### src/rtl/facet_height_flatten_assert.svh
// Assertion macros for the facet height flatten block.
`ifndef FACET_HEIGHT_FLATTEN_ASSERT_SVH
`define FACET_HEIGHT_FLATTEN_ASSERT_SVH
`ifndef SYNTH
`define FHF_ASSERT(label, clk, rst_n, cond, msg) \
  label: assert property (@(posedge clk) disable iff (!rst_n) (cond)) else $error(msg);
`define FHF_ASSERT_IMP(label, clk, rst_n, ante, cons, msg) \
  label: assert property (@(posedge clk) disable iff (!rst_n) (ante) |=> (cons)) \
    else $error(msg);
`else
`define FHF_ASSERT(label, clk, rst_n, cond, msg)
`define FHF_ASSERT_IMP(label, clk, rst_n, ante, cons, msg)
`endif
`endif

### src/rtl/fhf_pkg.sv
// Shared types and constants of the facet height flatten block.
`default_nettype none
package fhf_pkg;

  localparam int HW        = 32;
  localparam int DW        = HW + 1;
  localparam int POS_W     = 14;
  localparam int FACET_W   = 5;
  localparam int OFS_W     = 5;
  localparam int STR_W     = 17;
  localparam int WT_W      = 17;
  localparam int DATA_W    = 32;
  localparam int ADDR_W    = 3;
  localparam int INFL_W    = 2;

  localparam int QDEPTH    = 8;
  localparam int QIDX_W    = $clog2(QDEPTH);
  localparam int QCNT_W    = QIDX_W + 1;

  localparam logic [FACET_W-1:0] FACET_MIN = FACET_W'(2);
  localparam logic [FACET_W-1:0] MAX_FACET = FACET_W'(16);
  localparam logic [FACET_W-1:0] FACET_RST = FACET_W'(4);
  localparam logic [STR_W-1:0]   STR_ONE   = STR_W'(65536);

  localparam logic REG_FACET    = 1'b0;
  localparam logic REG_STRENGTH = 1'b1;

  typedef struct packed {
    logic [FACET_W-1:0] facet_size;
    logic [STR_W-1:0]   strength;
  } cfg_t;

  typedef struct packed {
    logic [HW-1:0]    base;
    logic [DW-1:0]    d1;
    logic [DW-1:0]    d2;
    logic [OFS_W-1:0] m1;
    logic [OFS_W-1:0] m2;
    logic [HW-1:0]    cur;
    logic [STR_W-1:0] t;
    logic             changed;
  } job_t;

  typedef struct packed {
    logic [QCNT_W-1:0] count;
    logic              full;
    logic              empty;
  } qstat_t;

endpackage
`default_nettype wire

### src/rtl/fhf_queue.sv
// Job queue between the front end and the back end.
`default_nettype none
module fhf_queue import fhf_pkg::*; (
  input  wire logic clk,
  input  wire logic rst_n,
  input  wire logic push,
  input  wire job_t push_job,
  input  wire logic pop,
  output job_t      head,
  output qstat_t    stat
);

  job_t              mem_r [QDEPTH];
  logic [QIDX_W-1:0] wp_r, wp_nxt, rp_r, rp_nxt;
  logic [QCNT_W-1:0] cnt_r, cnt_nxt;
  logic              do_push, do_pop;

  assign do_push = push && (cnt_r != QCNT_W'(QDEPTH));
  assign do_pop  = pop && (cnt_r != '0);

  always_comb begin
    wp_nxt  = do_push ? wp_r + 1'b1 : wp_r;
    rp_nxt  = do_pop ? rp_r + 1'b1 : rp_r;
    cnt_nxt = cnt_r;
    if (do_push && !do_pop) cnt_nxt = cnt_r + 1'b1;
    else if (!do_push && do_pop) cnt_nxt = cnt_r - 1'b1;
  end

  always_ff @(posedge clk) begin
    if (!rst_n) begin
      wp_r  <= '0;
      rp_r  <= '0;
      cnt_r <= '0;
    end else begin
      wp_r  <= wp_nxt;
      rp_r  <= rp_nxt;
      cnt_r <= cnt_nxt;
    end
  end

  always_ff @(posedge clk) begin
    if (do_push) mem_r[wp_r] <= push_job;
  end

  assign head       = mem_r[rp_r];
  assign stat.count = cnt_r;
  assign stat.full  = (cnt_r == QCNT_W'(QDEPTH));
  assign stat.empty = (cnt_r == '0);

endmodule
`default_nettype wire

### config.mk
export PLATFORM = sky130hd
export DESIGN_NAME = fhf_queue
export DESIGN_NICKNAME = d
export VERILOG_FILES = /design/src/rtl/facet_height_flatten_assert.svh /design/src/rtl/fhf_pkg.sv /design/src/rtl/fhf_queue.sv
export SDC_FILE = /design/constraint.sdc
export NUM_CORES = 1
export LEC_CHECK = 0
export BUFFER_PORTS_ARGS = -buffer_cell sky130_fd_sc_hd__buf_2
export CORE_ASPECT_RATIO = 0.5
export CORE_MARGIN = 2
export CORE_UTILIZATION = 40
export DETAILED_ROUTE_END_ITERATION = 12
export GPL_TIMING_DRIVEN = 0
export SYNTH_ARGS = -nofsm -noshare
export SYNTH_HDL_FRONTEND = slang
export SYNTH_SLANG_ARGS = --single-unit
### constraint.sdc
create_clock -name clk -period 23 [get_ports clk]
set_input_delay 2.3 -clock clk [delete_from_list [all_inputs] [get_ports clk]]
set_output_delay 2.3 -clock clk [all_outputs]
set_load 0.05 [all_outputs]
==> metrics.md, run 1 <==
| Metric | Value |
|---|---|
| I/O Buffers | `325` |
| Die Y | `249 um` |
| Hold Crit Class | `reg -> reg` |
| Num rows | `89` |
| Logic pwr share | `29.7%` |
| Area delta synth->final | `18.3%` |
| Postcts setup bufs | `0` |
| GR Overflow Total | `0` |
| Clk root buf | `clkbuf_16` |
| CP cell instances | `clkbuf_1, clkbuf_1, clkbuf_1, mux2_2, buf_2` |
| Slew Viols, Final | `0` |
| Slowest CP cell | `clkbuf_1` |
| Max-cap viol count | `0` |
| Top-area cell type share of the netlist area | `78.9%` |
| Wire per inst | `25.2 um` |
| Initial DRC count | `1763` |
| Crit Path Category | `reg -> out` |
| CP Launch Type | `flop` |
| Top delay family on crit path | `buffers and inverters` |
| Yosys reg bits | `1277` |
| Static leakage | `0.0182 uW` |
| Netlist cell types | `29` |
| Vias | `21.6k` |
| Clock Skew | `18.6 ps` |
| CTS buffer count | `112` |
| Routed Antenna Nets | `0` |
| Run status | `completed` |
| Share of post-route cells with drive strength above 1 | `44.8%` |
| CTS HTree Levels | `3` |
| Tot GR Track Use | `17.0%` |
| Sequential Power Share | `42.4%` |
| Pwr dens | `113 nW/um2` |
| Critical Path Sink Type | `output port` |
| CP max stage delay | `950 ps` |
| Detailed Place HPWL | `69.8 mm` |
| Commonest non-fill, non-tap cells in the layout | `edfxtp_1, buf_2, mux4_2` |
| Filler cell count | `9644` |
| Syn_nets | `2067` |
| Final Cycle Share | `25.7%` |
| Die W | `494 um` |
| Fmax | `169 MHz` |
| Synth Cell Area | `48100 um2` |
| Final total power | `6450 uW` |
| First-pass GRT wire length | `153 mm` |
| Critical Path AT | `3620 ps` |
| CP dominant cell by count | `clkbuf_1` |
| Largest cells by area after synthesis | `edfxtp_1, mux4_2, mux2_2` |
| Routed wire length | `105 mm` |
| Syn Inst Count | `1899` |
| Syn_area_per_cell | `25.3 um2` |
| Io pins | `326` |
| Ys flop type | `edfxtp_1` |
| Reg clk slew, reported paths | `70 ps` |
| Clock sink total | `1277` |
| Vias in the first global route | `22.7k` |
| Final-report hold violation count | `0` |
| Area leader, netlist | `edfxtp_1` |
| Setup TNS | `0 ps` |
| Nets | `2642` |
| Buf+Inv Stages, Crit Path | `4` |
| Worst slew margin | `16.7%` |
| CORE AREA | `119000 um2` |
| Post_cts resized | `0` |
| Synth Warn # | `0` |
| Multi-input logic area | `9330 um2` |
| Commonest non-fill, non-tap cell in the layout | `edfxtp_1` |
| Post-layout min period | `5920 ps` |
| Internal | `4400 uW` |
| Critical Path RT | `20700 ps` |
| First-pass iteration count of the detailed router | `5` |
| Sw Pwr | `2050 uW` |
| Fraction of registers with async set/reset | `0%` |
| Worst skew pair latency | `710 ps` |
| EDFF count, synth | `1264` |
| Max FO, Critical Path | `10` |
| Reg area | `38200 um2` |
| CTS tree | `built` |
| Post-DR vias/cell | `5.18` |
| Unrepaired setup endpoints after global routing | `false` |
| Final number of setup-violating endpoints | `0` |
| Initial core utilization | `40.5%` |
| CTS Hold Bufs | `0` |
| Die area | `123000 um2` |
| Final worst slack | `17080 ps` |
| Place WS | `17520 ps` |
| Largest net degree at the start of global routing | `26` |
| Post-layout util | `48.0%` |
| Initial antenna violation count | `23` |
| Post-synthesis sequential area ratio | `79.5%` |
| Final Wtd Congestion | `0.703` |
| Maximum vdd drop | `0.0733 mV` |
| Clock power share | `27.9%` |
| Tightest Pin Transition | `1250 ps` |
| Net Sw Frac | `31.8%` |
| DRC Markers | `0` |
| Maximum clock insertion buffer count | `3` |
[through the flow]
| step | cells | instance area, um2 | hold slack, ps |
|---|---|---|---|
| global placement | 3816 | 51700 | 508 |
| finish | 4168 | 56900 | 535 |
| floorplan | 1899 | 48100 | 504 |
| CTS | 4159 | 56800 | 538 |
| global route | 4165 | 56900 | 574 |
| detailed placement | 3952 | 53400 | 525 |
[path summary, 6_finish.rpt]
check                              from                       to  slack, ps  cells past startpoint
setup / recovery                   flop                 head[72]      17080                      5
hold / removal    cnt_r[3]$_SDFFE_PN0P_    cnt_r[3]$_SDFFE_PN0P_        540                      2
setup reg to reg  cnt_r[0]$_SDFFE_PN0P_  mem_r[4][107]$_DFFE_PP_      19460                     12
hold reg to reg   cnt_r[3]$_SDFFE_PN0P_    cnt_r[3]$_SDFFE_PN0P_        540                      2
[kinds of logic (layout without fill, tap and decap cells)]
logic type               Yosys count  after routing  synth area share (%)
XOR/XNOR                           6              6                 0.109
flip-flops                      1277           1277                  79.5
other                              0              9                     0
AO/OA/AOI/OAI                      6              6                0.0989
AND/OR/NAND/NOR                   33             33                 0.359
buffers and inverters             94            762                  1.23
multiplexers                     477            477                  18.6
adder cells (fa/ha/maj)            6              6                 0.172
[power groups by stage]
stage	sequential [uW]	combinational [uW]	clock, uW
floorplan	2860	1400	0
global placement	2930	1900	0
detailed placement	2790	1960	0
CTS	2740	1970	1840
global route	2750	2020	1940
finish	2740	1910	1800
[cells in the mapped netlist, types with 4 or more instances]
library cell  count
buf_1             9
nor3_1            4
edfxtp_1       1264
dfxtp_1          13
clkbuf_1         25
and2_1            7
mux2_2          158
mux4_2          316
buf_6            27
inv_1             4
nand2_1           7
ha_1              5
nor2_1            5
xnor2_1           5
buf_2            29
[layer usage]
metal / routed length [um] / global-route usage (%) / vias to the layer above
met1: 44200 / 22.7 / 11600
met5: 54 / 0 / -
met3: 4510 / 2.87 / 157
met2: 54100 / 28.8 / 472
met4: 2320 / 4.77 / 10
li1: - / - / 9343
[area by class of cell]
type,count,share of cell area [%]
sequential,1277,67.2
multi-input combinational,528,16.4
timing repair buffer,461,5.75
clock buffer,146,5.19
tap,1592,3.50
buffer,90,1.01
clock inverter,61,0.867
antenna,9,0.0396
inverter,4,0.0264
[worst reg2reg max path: stages, from the launching register on]
cell and delay [ps]:
dfxtp_1 510, or4b_1 210, nand2_1 220, inv_1 170, nand2_1 220, nor3_2 570
buf_6 240, buf_6 160, buf_6 170, buf_6 190, buf_6 170, buf_6 190
buf_6 200
[sequential cells by signal, summed over array words and instances (netlist names), named ones only]
register and cells:
rp_r 3, mem_r 1264, wp_r 3, cnt_r 4
No activity file was read; power rests on OpenSTA's default activity.
==> run 2: changes to the inputs <==
clock period = 5.31 ns   (was 23 ns; I/O delays follow)
==> run 2 against run 1 <==
Net effect: cell count shrank 1.2%; die area is the same; clock skew grew 10 ps; critical path type unchanged; flip-flop and latch count is the same; hold slack lost 440 ps; highest routed layer unchanged; setup slack lost 16000 ps; via count shrank 0.44%; sequential power grew to 4.3 times the previous value; combinational power grew to 4.4 times the previous value; clock-buffer cell count shrank 10.
==> metrics.md, run 2 (synthesis results as in run 1) <==
| Metric | Value |
|---|---|
| Run status | `completed` |
| Max reg flops | `1264 (unchanged)` |
| Final total power | `28300 uW (+340%)` |
| Wire per inst | `25.5 um (+1.1%)` |
| Initial DRC count | `1565 (-11%)` |
| Critical Path AT | `3500 ps (-120 ps)` |
| Met3 usage | `2.82% (-0.047 points)` |
| Slew Viols, Final | `0 (unchanged)` |
| Tightest Pin Transition | `1120 ps (-124 ps)` |
| Static leakage | `0.0182 uW (about the same)` |
| DRC Markers | `0 (unchanged)` |
| Initial antenna violation count | `20 (-13%)` |
| Clock Skew | `28.9 ps (+10.2 ps)` |
| Finished Layout Cells | `4120 (-1.2%)` |
| Routed wire length | `105 mm (about the same)` |
| Biggest regs | `mem_r: 1264 flops, cnt_r: 4 flops` |
| Initial core utilization | `40.5% (unchanged)` |
| Routed Antenna Nets | `0 (unchanged)` |
| Vias | `21.5k (-0.44%)` |
| Pwr dens | `494 nW/um2 (+340%)` |
| GR Util met1 | `22.8% (+0.17 points)` |
| Io pins | `326 (unchanged)` |
| Final number of setup-violating endpoints | `0 (unchanged)` |
| Filler cell count | `9544 (-1.0%)` |
| Postcts setup bufs | `0 (unchanged)` |
| Reg clk slew, reported paths | `60 ps (about the same)` |
| Crit Path Category | `reg -> out` |
| CTS Hold Bufs | `0 (unchanged)` |
| Nets | `2602 (-1.5%)` |
| Area delta synth->final | `19.0%` |
| Clock power share | `28.4% (+0.5 points)` |
| Place WS | `1790 ps (-15720 ps)` |
| Worst skew pair latency | `710 ps (about the same)` |
| Internal | `19300 uW (+340%)` |
| Share of post-route cells with drive strength above 1 | `44.6% (-0.21 points)` |
| Post-layout min period | `4030 ps` |
| CP dominant cell by count | `clkbuf_1` |
| Post_cts resized | `0 (unchanged)` |
| Final worst slack | `1280 ps (-15800 ps)` |
| CP Launch Type | `flop` |
| Net Sw Frac | `31.6% (-0.22 points)` |
| Largest net degree at the start of global routing | `25 (-3.8%)` |
| Die area | `123000 um2 (unchanged)` |
| Die Y | `249 um (unchanged)` |
| CTS buffer count | `115 (+2.7%)` |
| Critical Path RT | `4780 ps (-15920 ps)` |
| Register with the most flip-flops | `mem_r` |
| Reg area | `38200 um2 (about the same)` |
| CORE AREA | `119000 um2 (unchanged)` |
| CP max stage delay | `860 ps (-90 ps)` |
| I/O Buffers | `325 (unchanged)` |
| Final Wtd Congestion | `0.727 (+3.4%)` |
| First-pass iteration count of the detailed router | `5 (unchanged)` |
| Commonest non-fill, non-tap cells in the layout | `edfxtp_1, buf_2, mux4_2` |
| Sequential Power Share | `42.0% (-0.4 points)` |
| Maximum clock insertion buffer count | `3 (unchanged)` |
| Worst slew margin | `25.0% (+8.3 points)` |
| Tot GR Track Use | `17.1% (+0.072 points)` |
| Detailed Place HPWL | `69.1 mm (-1.0%)` |
| Hold WS | `90.5 ps (-445 ps)` |
| Vias in the first global route | `22.3k (-1.7%)` |
| Maximum vdd drop | `0.329 mV (+350%)` |
| CTS tree | `built` |
| Critical Path Sink Type | `output port` |
| Multi-input logic area | `9380 um2 (+0.58%)` |
| Final Cycle Share | `76.0%` |
| Fmax | `248 MHz` |
| CP cell instances | `clkbuf_1, clkbuf_1, clkbuf_1, mux2_2, buf_2` |
| Num rows | `89 (unchanged)` |
| Final-report hold violation count | `0 (unchanged)` |
| GR Overflow Total | `0 (unchanged)` |
| Gr busiest metal | `met2` |
| Sw Pwr | `8930 uW (+340%)` |
| Max-cap viol count | `0 (unchanged)` |
| Slowest CP cell | `clkbuf_1` |
| Inst Count DP | `3909 (-1.1%)` |
| Unrepaired setup endpoints after global routing | `false` |
| Post-DR vias/cell | `5.22 (+0.72%)` |
| CTS HTree Levels | `3 (unchanged)` |
| GR Layer Usage met2 | `29.2% (+0.41 points)` |
| Clk root buf | `clkbuf_16` |
| First-pass GRT wire length | `153 mm (+0.29%)` |
| Max FO, Critical Path | `10 (unchanged)` |
| Hold Crit Class | `in -> reg` |
| Die W | `494 um (unchanged)` |
| Clock sink total | `1277 (unchanged)` |
| Logic pwr share | `29.6% (about the same)` |
| Commonest non-fill, non-tap cell in the layout | `edfxtp_1` |
-- run 2: cell types whose count changed in the layout (fill, tap and decap cells not counted), sizes merged --
cell	before	now
buf	526	483
clkbuf	171	161
diode	9	5
bufinv	6	9
clkinvlp	2	5
clkinv	50	52
inv	7	8
-- run 2: final timing paths --
path	depth (start not counted)	startpoint	slack, ps	endpoint
max	5	flop	1280	head[72]
min	1	push_job[126]	90	mem_r[3][126]$_DFFE_PP_
max reg2reg	10	cnt_r[3]$_SDFFE_PN0P_	2300	mem_r[4][108]$_DFFE_PP_
min reg2reg	2	cnt_r[3]$_SDFFE_PN0P_	520	cnt_r[3]$_SDFFE_PN0P_
-- run 2: area by class of cell --
cell class | instances | area share (%)
Sequential cell | 1277 | 66.8
Multi-Input combinational cell | 528 | 16.4
Timing Repair Buffer | 418 | 6.02
Clock buffer | 136 | 5.20
Tap cell | 1592 | 3.48
Clock inverter | 70 | 1.07
Buffer | 90 | 1.01
Inverter | 4 | 0.0262
Antenna cell | 5 | 0.0219
-- run 2: through the flow --
step                      util (%)  instance area [um2]  setup TNS (ps)
after floorplan                  -                48200         -153810
after global placement        43.7                51800        -4165120
after detailed placement      45.2                53600               0
after CTS                     48.3                57200               0
after global routing          48.3                57200               0
final                         48.3                57200               0
-- run 2: per-layer routing --
metal	wire, um	vias to the layer above
met2	54600	431
met3	4220	164
met4	2240	8
met1	44000	11600
met5	50	-
li1	-	9276
-- run 2: power groups by stage --
stage	Sequential, uW	Combinational (uW)	Clock, uW
global route	11900	8850	8620
global placement	12300	8240	0
CTS	11900	8600	8250
finish	11900	8370	8030
floorplan	12200	6090	0
detailed placement	12100	8570	0
-- run 2: worst max-delay path: cells and delay by family, from the launching register on --
family / cells / cell delay, ps
mux: 1 / 480
buf+inv: 4 / 2000
flops: 1 / 310
==> run 3: changes to the inputs <==
clock period = 4.1 ns   (was 5.31 ns; I/O delays follow)
==> run 3 against run 2 <==
Net effect: die area is the same; combinational power grew 31%; global-route usage grew 0.22 points; cell count grew 3.9%; total power grew 32%; non-clock buffer count grew 160; final area grew 3.1%; core utilization grew 1.5 points; critical path type unchanged; largest cell class unchanged.
==> metrics.md, run 3 (synthesis results as in run 1) <==
| Metric | Value |
|---|---|
| Die area | `123000 um2 (unchanged)` |
| Vias in the first global route | `23.4k (+4.6%)` |
| Num rows | `89 (unchanged)` |
| Worst skew pair latency | `700 ps (about the same)` |
| Critical Path AT | `3470 ps (-30 ps)` |
| Post-DR vias/cell | `5.12 (-1.7%)` |
| Slew Viols, Final | `0 (unchanged)` |
| Reg area | `38200 um2 (unchanged)` |
| Run status | `completed` |
| Final Cycle Share | `94.7%` |
| GR Overflow Total | `0 (unchanged)` |
| Clock sink total | `1277 (unchanged)` |
| CTS HTree Levels | `3 (unchanged)` |
| Clk root buf | `clkbuf_16` |
| Unrepaired setup endpoints after global routing | `false` |
| Initial antenna violation count | `6 (-70%)` |
| Routed Antenna Nets | `0 (unchanged)` |
| Critical Path RT | `3690 ps (-1090 ps)` |
| CP dominant cell by count | `buf_2` |
| Reg clk slew, reported paths | `60 ps (about the same)` |
| Max reg flops | `1264 (unchanged)` |
| Area delta synth->final | `22.7%` |
| Filler cell count | `9407 (-1.4%)` |
| Final Wtd Congestion | `0.708 (-2.5%)` |
| Die W | `494 um (unchanged)` |
| Routed wire length | `106 mm (+0.73%)` |
| Commonest non-fill, non-tap cells in the layout | `edfxtp_1, buf_2, mux4_2` |
| CP Launch Type | `flop` |
| Met3 usage | `2.85% (+0.026 points)` |
| First-pass iteration count of the detailed router | `5 (unchanged)` |
| Pwr dens | `630 nW/um2 (+28%)` |
| First-pass GRT wire length | `156 mm (+1.9%)` |
| GR Layer Usage met2 | `29.6% (+0.39 points)` |
| Critical Path Sink Type | `output port` |
| Finished Layout Cells | `4279 (+3.9%)` |
| Commonest non-fill, non-tap cell in the layout | `edfxtp_1` |
| DRC Markers | `0 (unchanged)` |
| Vias | `21.9k (+2.0%)` |
| Maximum vdd drop | `0.351 mV (+6.4%)` |
| Slowest CP cell | `buf_1` |
| Max-cap viol count | `0 (unchanged)` |
| Detailed Place HPWL | `69.8 mm (+1.0%)` |
| Tot GR Track Use | `17.3% (+0.22 points)` |
| Gr busiest metal | `met2` |
| Tightest Pin Transition | `1050 ps (-72.4 ps)` |
| I/O Buffers | `325 (unchanged)` |
| Final-report hold violation count | `0 (unchanged)` |
| Maximum clock insertion buffer count | `3 (unchanged)` |
| CP max stage delay | `620 ps (-240 ps)` |
| CP cell instances | `buf_2, buf_2, buf_1, mux4_2, mux2_2, buf_2` |
| Setup TNS | `0 ps (unchanged)` |
| Die Y | `249 um (unchanged)` |
| Crit Path Category | `reg -> out` |
| Inst Count DP | `3910 (+0.026%)` |
| Fmax | `258 MHz` |
| Max FO, Critical Path | `11 (+1)` |
| Multi-input logic area | `9390 um2 (about the same)` |
| GR Util met1 | `23.4% (+0.52 points)` |
| CORE AREA | `119000 um2 (unchanged)` |
| Wire per inst | `24.7 um (-3.0%)` |
| Share of post-route cells with drive strength above 1 | `41.8% (-2.9 points)` |
| Io pins | `326 (unchanged)` |
| Nets | `2760 (+6.1%)` |
| Largest net degree at the start of global routing | `25 (unchanged)` |
| Postcts setup bufs | `0 (unchanged)` |
| Register with the most flip-flops | `mem_r` |
| R2R setup slack | `1250 ps (-1050 ps)` |
| Final number of setup-violating endpoints | `0 (unchanged)` |
| Post-layout min period | `3880 ps` |
| Initial DRC count | `1568 (+0.19%)` |
| Hold Crit Class | `in -> reg` |
| Worst slew margin | `29.8% (+4.8 points)` |
| CTS buffer count | `113 (-1.7%)` |
| Static leakage | `0.0189 uW (+4.1%)` |
| Clock Skew | `17.5 ps (-11.4 ps)` |
| Biggest regs | `mem_r: 1264 flops, cnt_r: 4 flops` |
| Initial core utilization | `40.5% (unchanged)` |
| CTS tree | `built` |
-- run 3: metrics by stage --
step / hold slack, ps / total power (uW) / worst slack (ps) / utilization, % / instance area (um2)
after floorplan: 509 / 23700 / -2150 / - / 48200
after global placement: 495 / 26300 / -7560 / 43.7 / 51800
after detailed placement: 501 / 26800 / 671 / 45.3 / 53700
after CTS: 122 / 37700 / 81.4 / 49.8 / 59000
after global routing: 146 / 38600 / 37.5 / 49.8 / 59000
final: 170 / 37200 / 217 / 49.8 / 59000
-- run 3: path summary, 6_finish.rpt --
path,startpoint,endpoint,cells past startpoint
setup / recovery,flop,head[75],6
hold / removal,push,wp_r[1]$_SDFFE_PN0P_,4
setup reg to reg,cnt_r[3]$_SDFFE_PN0P_,mem_r[5][95]$_DFFE_PP_,10
hold reg to reg,cnt_r[3]$_SDFFE_PN0P_,cnt_r[3]$_SDFFE_PN0P_,2
-- run 3: routing by layer --
| layer | vias to the layer above | share of wire (%) |
|---|---|---|
| li1 | 9600 | - |
| met1 | 11800 | 43 |
| met2 | 365 | 52 |
| met3 | 129 | 3.4 |
| met4 | 6 | 1.7 |
| met5 | - | 0.043 |
-- run 3: power breakdown --
group / switching [uW] / internal (uW) / leakage, uW / total, uW
registers: 185 / 15200 / 0.0116 / 15400
logic: 6780 / 4230 / 0.00555 / 11000
clock network: 4560 / 6230 / 0.00182 / 10800
total: 11500 / 25700 / 0.0189 / 37200
-- run 3: worst max-delay path, delay by kind of cell, from the launching register on --
family / cells / cell delay [ps]
buffers and inverters: 4 / 1710
flip-flops: 1 / 300
multiplexers: 2 / 740
-- run 3: layout make-up --
class | instances | area share [%]
clock inverters | 61 | 1.22
clock buffers | 146 | 5.11
repair buffers | 578 | 8.60
diodes | 3 | 0.0127
inverters | 4 | 0.0254
plain buffers | 90 | 0.979
flip-flops and latches | 1277 | 64.8
multi-input cells | 528 | 15.9
well taps | 1592 | 3.37
-- run 3: repair_timing --
item                        CTS  global route
resized for setup             1             0
hold endpoints to repair   1265             0
setup endpoints to repair    12             0
hold buffers                159             0
